### config.mk
export PLATFORM = sky130hd
export DESIGN_NAME = sector_header_crc_validator_top
export DESIGN_NICKNAME = d
export VERILOG_FILES = /design/src/design/scv_pkg.sv /design/src/design/scv_in_reg.sv /design/src/design/scv_core.sv /design/src/design/scv_out_reg.sv /design/src/design/sector_header_crc_validator_top.sv
export SDC_FILE = /design/constraint.sdc
export NUM_CORES = 1
export LEC_CHECK = 0
export BUFFER_PORTS_ARGS = -buffer_cell sky130_fd_sc_hd__buf_2
export CAP_MARGIN = 20
export CORE_MARGIN = 2
export CORE_UTILIZATION = 50
export CTS_CLUSTER_DIAMETER = 60
export DETAILED_ROUTE_END_ITERATION = 6
export PLACE_DENSITY_LB_ADDON = 0.1
export SLEW_MARGIN = 20
export SYNTH_ARGS = -nofsm -noshare
export SYNTH_HDL_FRONTEND = slang
export SYNTH_SLANG_ARGS = --single-unit
### constraint.sdc
create_clock -name clk -period 4 [get_ports clk]
set_clock_uncertainty 0.15 [all_clocks]
set_input_delay 0.8 -clock clk [delete_from_list [all_inputs] [get_ports clk]]
set_output_delay 0.8 -clock clk [all_outputs]
set_load 0.03 [all_outputs]
### src/design/scv_pkg.sv
// ----------------------------------------------------------------------------
// scv_pkg
// Shared types, constants and the byte-wise CRC-32 update for the sector
// header validator.
// ----------------------------------------------------------------------------
package scv_pkg;

  localparam logic [31:0] SEC_MAGIC = 32'h344D_4354;
  localparam logic [31:0] CRC_POLY  = 32'hEDB8_8320;
  localparam logic [31:0] CRC_INIT  = 32'hFFFF_FFFF;

  localparam int unsigned POS_W  = 12;
  localparam int unsigned END_W  = 19;
  localparam int unsigned CNT_W  = 16;
  localparam int unsigned ECNT_W = 10;

  localparam logic [POS_W-1:0] HDR_LEN = 12'd20;

  typedef enum logic [2:0] {
    WORD_MAGIC = 3'd0,
    WORD_NONCE = 3'd1,
    WORD_X     = 3'd2,
    WORD_Z     = 3'd3,
    WORD_COUNT = 3'd4
  } hdr_word_t;

  typedef struct packed {
    logic       valid;
    logic [7:0] data;
    logic       last;
  } beat_t;

  typedef struct packed {
    logic              valid_res;
    logic [31:0]       chunk_x;
    logic [31:0]       chunk_z;
    logic [ECNT_W-1:0] entry_count;
  } result_t;

  function automatic logic [31:0] crc_byte(input logic [31:0] c, input logic [7:0] b);
    logic [31:0] v;
    v = c ^ {24'd0, b};
    for (int k = 0; k < 8; k++) begin
      v = {1'b0, v[31:1]} ^ (v[0] ? CRC_POLY : 32'd0);
    end
    return v;
  endfunction

endpackage

### src/design/scv_in_reg.sv
// ----------------------------------------------------------------------------
// scv_in_reg
// Input register for sector bytes; holds a last beat while the result
// register is still occupied.
// ----------------------------------------------------------------------------
module scv_in_reg (
  input  logic          clk,
  input  logic          rst_n,
  input  logic          in_tvalid,
  output logic          in_tready,
  input  logic [7:0]    in_tdata,
  input  logic          in_tlast,
  input  logic          out_free,
  output scv_pkg::beat_t beat
);

  logic       vld_r;
  logic [7:0] byte_r;
  logic       last_r;
  logic       go;

  assign go        = !last_r || out_free;
  assign in_tready = !vld_r || go;

  always_ff @(posedge clk) begin
    if (!rst_n) begin
      vld_r <= 1'b0;
    end else if (in_tready) begin
      vld_r <= in_tvalid;
    end
  end

  always_ff @(posedge clk) begin
    if (in_tready && in_tvalid) begin
      byte_r <= in_tdata;
      last_r <= in_tlast;
    end
  end

  assign beat.valid = vld_r && go;
  assign beat.data  = byte_r;
  assign beat.last  = last_r;

endmodule

### src/design/scv_core.sv
// ----------------------------------------------------------------------------
// scv_core
// Per-byte header parse, CRC-32 update and check logic with sector state.
// ----------------------------------------------------------------------------
module scv_core #(
  parameter int ENTRY_LIMIT  = 512,
  parameter int SECTOR_BYTES = 4096
) (
  input  logic             clk,
  input  logic             rst_n,
  input  scv_pkg::beat_t   beat,
  input  logic [31:0]      nonce,
  output logic             res_fire,
  output scv_pkg::result_t res
);

  localparam logic [scv_pkg::END_W-1:0] MAX_L = scv_pkg::END_W'(ENTRY_LIMIT);
  localparam logic [scv_pkg::END_W-1:0] SEC_L = scv_pkg::END_W'(SECTOR_BYTES);
  localparam logic [scv_pkg::POS_W-1:0] LAST_POS = scv_pkg::POS_W'(SECTOR_BYTES - 1);
  localparam logic [scv_pkg::END_W-1:0] DEND_RST = scv_pkg::END_W'(scv_pkg::HDR_LEN);

  logic [scv_pkg::POS_W-1:0] pos_r, pos_nxt;
  logic [31:0]               crc_r, crc_nxt;
  logic [31:0]               shift_r, shift_nxt;
  logic [31:0]               x_r, x_nxt;
  logic [31:0]               z_r, z_nxt;
  logic [scv_pkg::CNT_W-1:0] cnt_r, cnt_nxt;
  logic [scv_pkg::END_W-1:0] dend_r, dend_nxt;
  logic                      fail_r, fail_nxt;

  logic                      in_hdr;
  logic                      in_data;
  logic                      in_crcw;
  logic                      done;
  logic [scv_pkg::END_W-1:0] pos_w;
  logic [scv_pkg::END_W-1:0] new_dend;

  assign pos_w    = scv_pkg::END_W'(pos_r);
  assign in_hdr   = pos_r < scv_pkg::HDR_LEN;
  assign in_data  = !in_hdr && (pos_w < dend_r);
  assign in_crcw  = !in_hdr && (pos_w >= dend_r) && (pos_w < dend_r + 19'd4);
  assign done     = !in_hdr && (pos_w >= dend_r + 19'd3);
  // low half of the count word sits in shift_r[23:8] before its last byte
  assign new_dend = DEND_RST + {1'b0, shift_r[23:8], 2'b00};

  always_comb begin
    shift_nxt = {beat.data, shift_r[31:8]};
    crc_nxt   = (in_hdr || in_data) ? scv_pkg::crc_byte(crc_r, beat.data) : crc_r;
    x_nxt     = x_r;
    z_nxt     = z_r;
    cnt_nxt   = cnt_r;
    dend_nxt  = dend_r;
    fail_nxt  = fail_r;
    pos_nxt   = pos_r;

    if (in_hdr) begin
      if (pos_r[1:0] == 2'b11) begin
        case (scv_pkg::hdr_word_t'(pos_r[4:2]))
          scv_pkg::WORD_MAGIC: begin
            if (shift_nxt != scv_pkg::SEC_MAGIC) fail_nxt = 1'b1;
          end
          scv_pkg::WORD_NONCE: begin
            if (shift_nxt != nonce) fail_nxt = 1'b1;
          end
          scv_pkg::WORD_X: begin
            x_nxt = shift_nxt;
          end
          scv_pkg::WORD_Z: begin
            z_nxt = shift_nxt;
          end
          scv_pkg::WORD_COUNT: begin
            cnt_nxt  = shift_nxt[15:0];
            dend_nxt = new_dend;
            if (scv_pkg::END_W'(shift_nxt[15:0]) > MAX_L) fail_nxt = 1'b1;
            if (new_dend + 19'd4 > SEC_L) fail_nxt = 1'b1;
          end
          default: begin
          end
        endcase
      end
    end else if (in_crcw) begin
      if ((pos_w == dend_r + 19'd3) && ((crc_r ^ scv_pkg::CRC_INIT) != shift_nxt)) begin
        fail_nxt = 1'b1;
      end
    end

    if (!beat.last) begin
      if (pos_r < LAST_POS) begin
        pos_nxt = pos_r + 12'd1;
      end else begin
        fail_nxt = 1'b1;
      end
    end
  end

  always_comb begin
    res_fire        = beat.valid && beat.last;
    res.valid_res   = done && !fail_nxt;
    res.chunk_x     = res.valid_res ? x_r : 32'd0;
    res.chunk_z     = res.valid_res ? z_r : 32'd0;
    res.entry_count = res.valid_res ? cnt_r[scv_pkg::ECNT_W-1:0] : '0;
  end

  always_ff @(posedge clk) begin
    if (!rst_n || (beat.valid && beat.last)) begin
      pos_r   <= '0;
      crc_r   <= scv_pkg::CRC_INIT;
      shift_r <= '0;
      x_r     <= '0;
      z_r     <= '0;
      cnt_r   <= '0;
      dend_r  <= DEND_RST;
      fail_r  <= 1'b0;
    end else if (beat.valid) begin
      pos_r   <= pos_nxt;
      crc_r   <= crc_nxt;
      shift_r <= shift_nxt;
      x_r     <= x_nxt;
      z_r     <= z_nxt;
      cnt_r   <= cnt_nxt;
      dend_r  <= dend_nxt;
      fail_r  <= fail_nxt;
    end
  end

endmodule

### src/design/scv_out_reg.sv
// ----------------------------------------------------------------------------
// scv_out_reg
// Result register driving the output stream; one entry, freed on handshake.
// ----------------------------------------------------------------------------
module scv_out_reg (
  input  logic             clk,
  input  logic             rst_n,
  input  logic             res_fire,
  input  scv_pkg::result_t res,
  output logic             out_free,
  output logic             out_tvalid,
  input  logic             out_tready,
  output logic [79:0]      out_tdata,
  output logic             out_tuser
);

  logic             vld_r;
  scv_pkg::result_t res_r;

  assign out_free = !vld_r || out_tready;

  always_ff @(posedge clk) begin
    if (!rst_n) begin
      vld_r <= 1'b0;
    end else if (res_fire) begin
      vld_r <= 1'b1;
    end else if (out_tready) begin
      vld_r <= 1'b0;
    end
  end

  always_ff @(posedge clk) begin
    if (res_fire) begin
      res_r <= res;
    end
  end

  assign out_tvalid = vld_r;
  assign out_tuser  = res_r.valid_res;
  assign out_tdata  = {6'd0, res_r.entry_count, res_r.chunk_z, res_r.chunk_x};

endmodule

### src/design/sector_header_crc_validator_top.sv
// ----------------------------------------------------------------------------
// sector_header_crc_validator_top
// Byte-stream sector validator: header checks, entry count bound and CRC-32.
// ----------------------------------------------------------------------------
// Throughput: one byte beat per cycle while results drain; a last beat waits
//   in the input register while the result register holds an unaccepted result.
// Path: a last beat's result reaches out_ through the input register, then the
//   result register; a busy result register holds the last beat in the input register.
// Reset: synchronous active-low rst_n clears sector state and the nonce
//   register; no clearing pass.
// ----------------------------------------------------------------------------
module sector_header_crc_validator_top #(
  parameter int ENTRY_LIMIT  = 512,
  parameter int SECTOR_BYTES = 4096
) (
  input  logic        clk,
  input  logic        rst_n,
  input  logic        in_tvalid,
  output logic        in_tready,
  input  logic [7:0]  in_tdata,   // [7:0] data_byte
  input  logic        in_tlast,   // last_byte
  output logic        out_tvalid,
  input  logic        out_tready,
  output logic [79:0] out_tdata,  // [31:0] chunk_x, [63:32] chunk_z, [73:64] entry_count
  output logic        out_tuser,  // valid_res
  input  logic        cfg_valid,
  output logic        cfg_ready,
  input  logic [31:0] cfg_data    // expected_nonce
);

  scv_pkg::beat_t   beat;
  scv_pkg::result_t res;
  logic             res_fire;
  logic             out_free;
  logic [31:0]      nonce_r;

  assign cfg_ready = 1'b1;

  always_ff @(posedge clk) begin
    if (!rst_n) begin
      nonce_r <= '0;
    end else if (cfg_valid) begin
      nonce_r <= cfg_data;
    end
  end

  scv_in_reg u_in (
    .clk       (clk),
    .rst_n     (rst_n),
    .in_tvalid (in_tvalid),
    .in_tready (in_tready),
    .in_tdata  (in_tdata),
    .in_tlast  (in_tlast),
    .out_free  (out_free),
    .beat      (beat)
  );

  scv_core #(
    .ENTRY_LIMIT  (ENTRY_LIMIT),
    .SECTOR_BYTES (SECTOR_BYTES)
  ) u_core (
    .clk      (clk),
    .rst_n    (rst_n),
    .beat     (beat),
    .nonce    (nonce_r),
    .res_fire (res_fire),
    .res      (res)
  );

  scv_out_reg u_out (
    .clk        (clk),
    .rst_n      (rst_n),
    .res_fire   (res_fire),
    .res        (res),
    .out_free   (out_free),
    .out_tvalid (out_tvalid),
    .out_tready (out_tready),
    .out_tdata  (out_tdata),
    .out_tuser  (out_tuser)
  );

  a_no_overwrite: assert property (@(posedge clk) disable iff (!rst_n)
    res_fire |-> (!out_tvalid || out_tready))
    else $error("result written while output register busy");

  a_last_gives_result: assert property (@(posedge clk) disable iff (!rst_n)
    (beat.valid && beat.last) |=> out_tvalid)
    else $error("last beat did not produce a result");

  a_fail_zero_fields: assert property (@(posedge clk) disable iff (!rst_n)
    (out_tvalid && !out_tuser) |-> (out_tdata == 80'd0))
    else $error("failed sector carries nonzero fields");

endmodule
==> results.md <==
* Status: completed
* Detailed placement HPWL at 20900 um
* Fin Setup TNS at 0 ns
* Fill cells at 2277
* Die X at 164 um
* Antenna fix cells at 0
* Final #Nets at 1534
* Fmax at 0.307 GHz
* Vias post-DR at 9632
* CTS Buf Count at 30
* CTS clk-pin slew, worst paths at 0.06 ns
* CP arrival at 3.51 ns
* Critical Path Source Type: flip-flop
* Gpl congestion at 0.835
* Clk Latency, worst-skew pair at 0.56 ns
* Async S/R FF share, synth at 0%
* Detail-routed via count per cell at 5.30
* Core outline area at approximately 25000 um2
* Post-route cell area at 14700 um2
* Die area at 27000 um2
* P_int at 4.88 mW
* Maximum vdd drop at 0.000348 V
* Combinational cell fraction of total power at 10.4%
* DRC viols at 0
* Min cycle time layout at 3.25 ns
* Initial Util at 51.0%
* Initial antenna violation count at 0
* Yosys cell types at 60
* Worst r2r src: u_core.dend_r[4]$_SDFFE_PP1P_
* Worst-Margin Slew at between 0.9 and 1 ns
* Max-slew violation count at 0
* Post-route clock period utilization at between 80% and 90%
* Postcts setup bufs at 0
* First-pass GRT wire length at 49000 um
* Worst Hold Endpoint: u_in.last_r$_DFFE_PP_
* Clock Sinks at 278
* Relative slew margins at 35.1%
* Syn Area/Cell at 9.32 um2
* RSZ-0062 raised after global routing: no
* Htree depth at 1
* Final-report hold violation count at 0
* WL/cell at roughly 17 um
* Synthesized flop and latch total at 278
* Max FO, Critical Path at 75
* Pwr/cell area at 441 nW/um2
* Clock power share at 42.4%
* R2R Setup Slk at 0.75 ns
* Cell taking the most area after synthesis: dfxtp_1
* Lkg Pwr at ~5.5 nW
* Setup violators final at 0
* GRT Residual Overflow at 0
* Finished Core Util at around 59%
* Layout cells sized above 1 at 14.1%
* Hold Crit Class: primary input to flip-flop
* Final Hold Slack at roughly 0.27 ns
* Die Span Y at 164 um
* RR Endpoint: u_out.out_tdata[46]$_SDFFCE_PN0P_
* Synth Flop Type: dfxtp_1
* Root Buffer: clkbuf_16
* Largest net degree at the start of global routing at 76
* Hold Path Depth at 1
* # hold bufs at CTS at 0
* Vias in the first global route at 8887
* DRT iter0 DRCs at 637
* Setup CP Type: flip-flop to flip-flop
* Hold_sp: in_tlast
* Seq/Total Area, Yosys at approximately 50%
* IO buf count at 122
* Placed cell areas at 13700 um2
* Post-synth top area share at 30.3%
* Post-synth EDFFs at 84
* GR Util All Layers at 23.1%
* Synthesized area at around 13000 um2
* CTS max path bufs at 3
* Synth warnings at 0
* Max Cap Violations at 0
* Area Growth Syn to Fin at 14.8%
* Synth Instances at 1377
* CTS tree: yes
* Final WL at 31000 um
* Drt pass-1 iters at 5
* Psw at 1.62 mW
* Critical path capture point type: flip-flop
* I/O pin total at 130
* Sequential power share at between 40% and 50%
* Crit path required time at 4.26 ns
* CTS resizes at 0
* Core Rows at 58
* DRT antenna net count at 0
* Net Sw Frac at 24.9%
* Top cells by area, synth: dfxtp_1 30%, edfxtp_1 20%, nand2_1 7.9%
* R2R depth at 13
-- placed cells by master (no fill, tap or decap), types with 5 or more instances in the layout --
| cell type | count |
|---|---|
| nand2_1 | 269 |
| dfxtp_1 | 194 |
| buf_2 | 122 |
| a21oi_1 | 119 |
| edfxtp_1 | 84 |
| and2_1 | 77 |
| xor2_1 | 70 |
| xnor2_1 | 69 |
| nor2_1 | 46 |
| nor2b_1 | 39 |
| inv_1 | 36 |
| mux2i_1 | 34 |
| clkbuf_16 | 32 |
| o211ai_1 | 31 |
| buf_4 | 30 |
| ha_1 | 26 |
| nand4_1 | 24 |
| nand3_1 | 23 |
| a211oi_1 | 15 |
| o21ai_0 | 11 |
| nor3_1 | 10 |
| nor4_1 | 10 |
| conb_1 | 7 |
| clkbuf_1 | 7 |
| a31oi_1 | 6 |
| clkbuf_8 | 5 |
-- stage by stage --
stage / std cells / power, mW / setup WS [ns]
after global routing: 1816 / 6.74 / 0.430
after CTS: 1816 / 6.53 / 0.732
after floorplan: 1382 / 3.63 / 0.575
final: 1816 / 6.49 / 0.747
after global placement: 1760 / 3.80 / 0.719
after detailed placement: 1760 / 3.80 / 0.660
-- worst max path at each step --
stage | startpoint | endpoint | cells past startpoint
floorplan | out_tready | u_out.out_tdata[0]$_SDFFCE_PN0P_ | 6
global placement | out_tready | u_core.z_r[24]$_SDFFE_PP0P_ | 9
CTS | u_core.dend_r[4]$_SDFFE_PP1P_ | u_out.out_tdata[46]$_SDFFCE_PN0P_ | 13
finish | u_core.dend_r[4]$_SDFFE_PP1P_ | u_out.out_tdata[46]$_SDFFCE_PN0P_ | 13
detailed placement | out_tready | u_core.x_r[13]$_SDFFE_PP0P_ | 9
global route | u_core.dend_r[4]$_SDFFE_PP1P_ | u_out.out_tdata[52]$_SDFFCE_PN0P_ | 13
-- state kept, by name, summed over array words and instances, names as in the netlist, 8 cells and up --
signal           count
u_core.z_r          32
u_in.byte_r          8
u_core.pos_r        12
u_core.dend_r       17
u_core.crc_r        32
nonce_r             32
u_core.x_r          32
u_core.shift_r      24
u_core.cnt_r        10
u_out.out_tdata     74
-- area by class of cell --
type | instances | area [um2] | area share, %
flip-flops and latches | 278 | 6410 | 43.5
multi-input cells | 960 | 5880 | 39.9
clock buffers | 44 | 896 | 6.08
repair buffers | 155 | 896 | 6.08
well taps | 330 | 413 | 2.80
inverters | 37 | 139 | 0.943
clock inverters | 12 | 104 | 0.705
-- cells by family after synthesis --
| kind of cell | synth area share, % |
|---|---|
| simple gates | 19.9 |
| flops | 49.9 |
| compound gates | 10.6 |
| buf+inv | 4.79 |
| xor+xnor | 9.61 |
| mux | 2.65 |
| fa+ha+maj | 2.53 |
| other cells | 0.0585 |
-- worst max-delay path, stage by stage, from the launching register on --
cell and delay [ns]:
dfxtp_1 0.44, and3_1 0.25, and3_1 0.27, and2_1 0.17, nand4_1 0.13, xnor2_1 0.16, ha_1 0.30, o2111ai_1 0.10
o21ai_0 0.25, nand3_1 0.13, and4_4 0.18, nor2_4 0.12, buf_12 0.24, and2_1 0.17
-- cell usage after synthesis (10+ instances only) --
cell,count
nor3_1,10
edfxtp_1,84
xor2_1,70
buf_2,20
buf_4,13
inv_1,37
o211ai_1,31
nand3_1,23
a21oi_1,119
nor4_1,10
a211oi_1,15
o21ai_0,11
nor2_1,46
and2_1,77
clkbuf_1,68
nor2b_1,39
nand4_1,24
mux2i_1,34
dfxtp_1,194
ha_1,26
nand2_1,270
xnor2_1,69
-- routing by layer --
layer	global-route usage, %	wire [um]	part of all wire [%]
met5	0	0	0
met4	5.22	539	1.7
met3	3.79	2040	6.6
met2	35.2	13500	43
met1	34.2	15000	48
-- power by group through the flow --
stage	registers [mW]	logic [mW]	clock network (mW)
4_1_cts	3.07	0.680	2.79
3_5_place_dp	3.13	0.676	0
3_3_place_gp	3.13	0.670	0
5_1_grt	3.08	0.741	2.92
2_1_floorplan	3.12	0.505	0
6_report	3.07	0.675	2.75
(Power assumes the default switching activity.)
